## config.mk

```make
export PLATFORM = sky130hd
export DESIGN_NAME = plm_match
export DESIGN_NICKNAME = d
export VERILOG_FILES = /design/src/sv/plm_pkg.sv /design/src/sv/plm_match.sv
export SDC_FILE = /design/constraint.sdc
export NUM_CORES = 1
export LEC_CHECK = 0
export ABC_AREA = 1
export BUFFER_PORTS_ARGS = -buffer_cell sky130_fd_sc_hd__buf_2
export CAP_MARGIN = 20
export CORE_UTILIZATION = 42
export CTS_BUF_LIST = sky130_fd_sc_hd__clkbuf_2 sky130_fd_sc_hd__clkbuf_4 sky130_fd_sc_hd__clkbuf_8
export DETAILED_ROUTE_END_ITERATION = 8
export HOLD_SLACK_MARGIN = 0.02
export PLACE_DENSITY = 0.7
export SLEW_MARGIN = 0
export SYNTH_ARGS = -nofsm -noshare
export SYNTH_HDL_FRONTEND = slang
export SYNTH_SLANG_ARGS = --single-unit
export TNS_END_PERCENT = 5
```

## constraint.sdc

```tcl
create_clock -name clk -period 6.4 [get_ports clk]
set_clock_uncertainty 0.2 [all_clocks]
set_input_delay 0.32 -clock clk [delete_from_list [all_inputs] [get_ports clk]]
set_output_delay 0.32 -clock clk [all_outputs]
set_load 0.005 [all_outputs]
```

## src/sv/plm_pkg.sv

```systemverilog
`default_nettype none
package plm_pkg;

  localparam int PALETTE_DEPTH = 256;
  localparam int ADDR_W        = $clog2(PALETTE_DEPTH);
  localparam int CNT_W         = $clog2(PALETTE_DEPTH + 1);
  localparam int SIZE_W        = 9;
  localparam int IDX_W         = 8;
  localparam int COMP_W        = 8;
  localparam int ARGB_W        = 32;
  localparam int DIST_W        = 18;

  localparam logic [COMP_W-1:0] ALPHA_OPAQUE = 8'hFF;
  localparam logic [SIZE_W-1:0] SIZE_RESET   = 9'd256;

  typedef enum logic [1:0] {
    ACT_WRITE   = 2'd0,
    ACT_CONVERT = 2'd1,
    ACT_MATCH   = 2'd2
  } action_t;

  typedef enum logic {
    STATUS_OK    = 1'b0,
    STATUS_RANGE = 1'b1
  } status_t;

  typedef enum logic [1:0] {
    ST_IDLE,
    ST_SCAN,
    ST_DONE
  } state_t;

  typedef struct packed {
    logic [COMP_W-1:0] red;
    logic [COMP_W-1:0] green;
    logic [COMP_W-1:0] blue;
  } rgb_t;

  typedef struct packed {
    logic              clear;
    logic              issue;
    logic [ADDR_W-1:0] idx;
  } scan_ctl_t;

endpackage
`default_nettype wire

```

## src/sv/plm_match.sv

```systemverilog
`default_nettype none
module plm_match
  import plm_pkg::*;
(
  input  wire logic              clk,
  input  wire logic              rst,
  input  wire scan_ctl_t         ctl,
  input  wire rgb_t              rd_entry,
  input  wire rgb_t              target,
  output      logic              pipe_busy,
  output      logic [ADDR_W-1:0] best_idx
);

  logic              p1_vld;
  logic [ADDR_W-1:0] p1_idx;
  logic              p2_vld;
  logic [ADDR_W-1:0] p2_idx;
  logic [DIST_W-1:0] p2_dist;
  logic              have;
  logic [DIST_W-1:0] best_dist;
  logic [DIST_W-1:0] cur_dist;

  function automatic logic [2*COMP_W-1:0] sq_diff(input logic [COMP_W-1:0] a,
                                                  input logic [COMP_W-1:0] b);
    logic [COMP_W-1:0] d;
    d = (a > b) ? (a - b) : (b - a);
    return {{COMP_W{1'b0}}, d} * {{COMP_W{1'b0}}, d};
  endfunction

  always_comb begin
    cur_dist = DIST_W'(sq_diff(rd_entry.red, target.red))
             + DIST_W'(sq_diff(rd_entry.green, target.green))
             + DIST_W'(sq_diff(rd_entry.blue, target.blue));
  end

  assign pipe_busy = p1_vld | p2_vld;

  always_ff @(posedge clk) begin
    if (rst) begin
      p1_vld   <= 1'b0;
      p2_vld   <= 1'b0;
      have     <= 1'b0;
      best_idx <= '0;
    end else begin
      p1_vld <= ctl.issue;
      p2_vld <= p1_vld;
      if (ctl.clear) begin
        have     <= 1'b0;
        best_idx <= '0;
      end else if (p2_vld && (!have || p2_dist < best_dist)) begin
        have      <= 1'b1;
        best_idx  <= p2_idx;
        best_dist <= p2_dist;
      end
    end
    p1_idx  <= ctl.idx;
    p2_idx  <= p1_idx;
    p2_dist <= cur_dist;
  end

endmodule
`default_nettype wire

```

==> flow_summary.json, run 1 <==
{
  "die_area_sq_um": 24430,
  "cts_made_buffers": 9,
  "rsz0062_at_grt": "true",
  "arrival_ns": 6.55,
  "rr_startpoint": "best_dist[17]$_DFFE_PP_",
  "drv_cap": 0,
  "cp_max_fo": 6,
  "dpl.hpwl_mm": 19.02,
  "diodes": 0,
  "crit_start": "rd_entry[16]",
  "relSlewSlack": 0.6012,
  "outcome": "finished, violations left",
  "place.gp.congestion": 0.8893,
  "ys_seq_area_frac": 0.1441,
  "slew_violations": 0,
  "hold_class": "reg -> reg",
  "syn_inst": 1238,
  "synthArstFlopShare": 0,
  "rows": 56,
  "die_y_um": 156.3,
  "reg2regPathDepth": 12,
  "dr.pass1.iters": 6,
  "endpoint": "p2_dist[13]$_DFF_P_",
  "nets": 1854,
  "vias": 8307,
  "dp_cells": 1787,
  "htree_levels": 3,
  "max_slew.worst_pin.slew_ns": 0.5959,
  "synth_edf_count": 18,
  "drive_gt1_frac": 0.3116,
  "yosys_warnings": 0,
  "antenna_found_initial": 0,
  "min_period_over_period": 1.016,
  "clk_latency_ns": 0.33,
  "drtAntennaViolNets": 0,
  "drc": 1,
  "setup_slack_ns": -0.1013,
  "required_ns": 6.45,
  "startpoint_type": "input pin",
  "ys_ff_latch": 63,
  "worstSetupPathType": "in -> reg",
  "grt_pass1_vias": 8848,
  "finalHoldViolations": 0,
  "grt_usage": 0.1912,
  "core_area_sq_um": 23400,
  "root_buffer": "clkbuf_8",
  "grt_start_max_net_pins": 20,
  "drt_wl_total_mm": 21.92,
  "area_growth_pct": 31.48,
  "cts_tree": "done",
  "slowest_stage": "fa_1",
  "die_width_um": 156.3,
  "setup_violations": 5,
  "violations": "design-rule violations, negative setup slack",
  "max_freq_ghz": 0.1538,
  "syn-cell-area_sq_um": 10000,
  "first_iter_violations": 296,
  "rrSetupSlack_ns": 3.79,
  "slowest_delay_ns": 0.55,
  "io_buffers": 68,
  "reg2reg_to": "best_dist[11]$_DFFE_PP_",
  "synth_ff_type": "dfxtp_1",
  "overflow": 0,
  "clk_pin_slew_ns": 0.07,
  "clock-sinks": 63,
  "synth_fp_nets": 1575,
  "vias_per_cell": 4.515,
  "ys_types": 38,
  "worstHoldStart": "p1_idx[0]$_DFF_P_",
  "syn_area_per_cell_sq_um": 8.078,
  "period_needed_ns": 6.501,
  "end_kind": "flip-flop",
  "cp_common_cell": "fa_1",
  "grt_pass1_wl_mm": 37.99,
  "ios": 69,
  "start_util": 0.4273,
  "clockBufferDepth": 2,
  "instances_no_fill": 1840,
  "wl_per_cell_um": 11.91
}
[cell usage in the layout (no fill, tap or decap), types with 15 or more instances in the layout]
cell,netlist,final
fa_2,0,16
nand2_2,15,31
ha_1,139,124
xor2_1,27,26
a21oi_1,55,44
inv_2,18,31
fa_1,138,122
dfxtp_1,45,45
buf_2,6,67
nand2_1,197,166
inv_1,331,314
xnor2_1,16,15
nand2_4,7,22
nor2_2,6,18
edfxtp_1,18,18
buf_4,5,196
nand3_1,31,30
nor2_1,115,91
nor2_4,5,17
[synth_stat cells, types with 15 or more instances]
| library cell | count | share of area |
|---|---|---|
| inv_1 | 331 | 0.12 |
| nand2_1 | 197 | 0.074 |
| ha_1 | 139 | 0.17 |
| fa_1 | 138 | 0.28 |
| nor2_1 | 115 | 0.043 |
| a21oi_1 | 55 | 0.028 |
| dfxtp_1 | 45 | 0.090 |
| nand3_1 | 31 | 0.016 |
| xor2_1 | 27 | 0.024 |
| edfxtp_1 | 18 | 0.054 |
| inv_2 | 18 | 0.0068 |
| xnor2_1 | 16 | 0.014 |
| nand2_2 | 15 | 0.0094 |
| o21ai_0 | 15 | 0.0075 |
[critical path: cells and delay by family]
family / cells / cell delay, ns
XOR/XNOR: 1 / 0.14
buffers and inverters: 11 / 0.87
adder cells (fa/ha/maj): 10 / 4.04
AND/OR/NAND/NOR: 10 / 0.89
AO/OA/AOI/OAI: 2 / 0.31
[sequential cells by signal (all words and copies together), names as in the netlist]
register and count:
have 1, p2_vld 1, best_dist 18, best_idx 8, p1_vld 1, p2_dist 18, p2_idx 8, p1_idx 8
[stage by stage]
stage	setup TNS, ns	hold slack (ns)	instance area [sq um]	utilization	worst slack [ns]
finish	-0.4097	0.1203	13150	0.5619	-0.1013
global route	-3.018	0.1366	13150	0.5619	-0.3598
CTS	-0.2351	0.1240	13040	0.5572	-0.07439
detailed placement	-5.380	0.1121	12270	0.5244	-0.5514
global placement	-4.388	0.1100	12270	0.5244	-0.4982
floorplan	-0.3655	0.1096	10290	-	-0.08928
[metal layers]
metal	up-vias	wire length [um]	GRT usage
li1	4228	-	-
met1	3932	9642	0.2316
met2	117	11510	0.3663
met3	30	356	0.006923
met4	0	405	0.05322
met5	-	0	0
[layout make-up]
cell class                 count  area [sq um]
inverter                     351          1348
multi-input combinational    811          7759
tap                          319         399.1
timing repair buffer         281          2023
sequential                    63          1441
fill                        2072         10250
clock inverter                 1         5.005
clock buffer                  14         173.9
[kinds of logic (layout without fill, tap and decap cells)]
| group | after synthesis | in the layout | share of synthesized area |
|---|---|---|---|
| AO/OA/AOI/OAI | 93 | 93 | 0.05280 |
| XOR/XNOR | 43 | 43 | 0.03766 |
| adder cells (fa/ha/maj) | 277 | 277 | 0.4501 |
| buffers and inverters | 365 | 647 | 0.1406 |
| flip-flops | 63 | 63 | 0.1441 |
| AND/OR/NAND/NOR | 397 | 398 | 0.1747 |
[how the worst min path moves through the flow]
stage               cells past startpoint                end
floorplan                               0  p2_idx[0]$_DFF_P_
detailed placement                      0  p2_idx[0]$_DFF_P_
global placement                        0  p2_idx[3]$_DFF_P_
global route                            0  p2_idx[3]$_DFF_P_
CTS                                     0  p2_idx[0]$_DFF_P_
finish                                  0  p2_idx[0]$_DFF_P_
[repair_timing]
| item | in CTS | in global routing |
|---|---|---|
| hold buffers | 10 | 0 |
| pin swaps | 78 | 29 |
| endpoints found under the setup margin | 10 | 12 |
| hold endpoints to repair | 10 | 0 |
| buffers inserted | 25 | 2 |
| cloned | 1 | 0 |
| gates resized for setup | 86 | 24 |
Power of run 1 is left out: the tool's default activity adds up to more than one toggle a clock period on the data nets, which glitch-free logic cannot reach.
==> inputs of run 2 (changes only) <==
Settings changed: CORE_ASPECT_RATIO from default to 1.2.
==> run 2 against run 1 <==
  * The flow finishes with violations (negative setup slack)
  * Via count is 1.7% higher
  * Flip-flop and latch count stayed put
  * Maximum frequency is 0.37% lower
  * Routed wire length is 2.4% higher
  * Final cell count is 0.92% higher
  * Critical path depth is 4 lower
  * Non-clock buffer count is 19 higher
  * Design area is 2.2% higher
  * Core utilization is 1.6 points higher
  * Global-route usage is 0.21 points higher
  * Sequential share of layout area is 0.24 points lower
  * Critical path type unchanged
==> flow_summary.json, run 2 (synthesis gave the netlist of run 1 again) <==
{
  "outcome": "finished, violations left",
  "violations": "negative setup slack",
  "vias": 8449,
  "relSlewSlack": 0.5836,
  "drv_cap": 0,
  "ios": 69,
  "regArea_sq_um": 1441,
  "grt_start_max_net_pins": 20,
  "largestRegisters": "best_dist (18), p2_dist (18)",
  "core_area_sq_um": 23280,
  "io_buffers": 68,
  "nets": 1874,
  "start_util": 0.4296,
  "setup_slack_ns": -0.1257,
  "place.gp.congestion": 0.9129,
  "dpl.hpwl_mm": 19.03,
  "slowest_delay_ns": 0.59,
  "slew_violations": 0,
  "crit_family": "adder cells",
  "drtAntennaViolNets": 0,
  "htree_levels": 3,
  "vias_per_cell": 4.550,
  "area_growth_pct": 34.43,
  "worstSetupPathType": "in -> reg",
  "cts_made_buffers": 9,
  "clock-sinks": 63,
  "arrival_ns": 6.55,
  "period_needed_ns": 6.526,
  "antenna_found_initial": 0,
  "path_buf_inv": 7,
  "die_y_um": 171.0,
  "root_buffer": "clkbuf_8",
  "startpoint_type": "input pin",
  "setup_violations": 9,
  "max_slew.worst_pin.slew_ns": 0.6238,
  "grt_pass1_vias": 9014,
  "grt_usage": 0.1933,
  "overflow": 0,
  "rows": 61,
  "final_common_cell": "inv_1",
  "clk_latency_ns": 0.34,
  "drc": 0,
  "dr.pass1.iters": 7,
  "min_period_over_period": 1.020,
  "slowest_stage": "fa_2",
  "hold_class": "reg -> reg",
  "max_freq_ghz": 0.1532,
  "nFillCells": 1972,
  "finalHoldViolations": 0,
  "timing.setup.tns_ns": -0.6992,
  "die_width_um": 142.9,
  "clockBufferDepth": 2,
  "clk_pin_slew_ns": 0.07,
  "rsz0062_at_grt": "true",
  "grt_pass1_wl_mm": 37.83,
  "die_area_sq_um": 24430,
  "fin_util": 0.5775,
  "wl_per_cell_um": 12.08,
  "drt_wl_total_mm": 22.44,
  "required_ns": 6.43,
  "multiInputGateArea_sq_um": 7879,
  "cts_tree": "done",
  "cp_max_fo": 5,
  "end_kind": "flip-flop",
  "final_cell_mix": "inv_1, buf_4, nand2_1",
  "first_iter_violations": 289,
  "rrSetupSlack_ns": 3.79,
  "diodes": 0,
  "drive_gt1_frac": 0.3333
}
==> run 2: changes by cell type in the layout (fill, tap and decap cells not counted), moves of 3 or more <==
| cell | before | now |
|---|---|---|
| buf_4 | 196 | 216 |
| nand2_1 | 166 | 162 |
| clkbuf_4 | 3 | 0 |
| inv_1 | 314 | 305 |
| ha_4 | 11 | 16 |
| inv_4 | 3 | 7 |
| ha_1 | 124 | 120 |
| inv_2 | 31 | 37 |
==> run 2: path summary, 6_finish.rpt <==
check | start | end | depth (start not counted)
worst max-delay path | rd_entry[8] | p2_dist[16]$_DFF_P_ | 30
worst min-delay path | p1_idx[0]$_DFF_P_ | p2_idx[0]$_DFF_P_ | 0
worst max register to register | best_dist[17]$_DFFE_PP_ | best_dist[5]$_DFFE_PP_ | 10
worst min register to register | p1_idx[0]$_DFF_P_ | p2_idx[0]$_DFF_P_ | 0
==> run 2: metal layers <==
layer / GRT usage / vias to the layer above / routed length, um
met4: 0.07153 / 0 / 588
met3: 0.01511 / 41 / 495
met5: 0 / - / 0
li1: - / 4263 / -
met2: 0.3913 / 144 / 12350
met1: 0.2040 / 4001 / 9009
==> run 2: what timing repair did <==
| action | CTS | global route |
|---|---|---|
| gates cloned | 2 | 0 |
| hold buffers | 10 | 0 |
| buffers inserted | 21 | 21 |
| pin swaps | 78 | 73 |
| hold endpoints to repair | 10 | 0 |
| endpoints found under the setup margin | 10 | 11 |
| gates resized for setup | 72 | 71 |
==> run 2: layout make-up <==
cell class              instances  area share
flip-flops and latches         63      0.1072
repair buffers                300      0.1611
multi-input cells             812      0.5860
clock buffers                  11     0.01126
inverters                     351      0.1010
clock inverters                 5    0.004095
well taps                     315     0.02932
==> run 2: through the flow <==
| stage | instance area, sq um | std cells | hold WS [ns] | setup WS, ns |
|---|---|---|---|---|
| floorplan | 10290 | 1238 | 0.1096 | -0.08928 |
| global placement | 12300 | 1787 | 0.1120 | -0.5110 |
| detailed placement | 12300 | 1787 | 0.1139 | -0.6164 |
| CTS | 13040 | 1836 | 0.1268 | -0.01070 |
| global route | 13440 | 1857 | 0.1327 | -0.3823 |
| finish | 13440 | 1857 | 0.1273 | -0.1257 |
Power of run 2 is left out for the same reason.
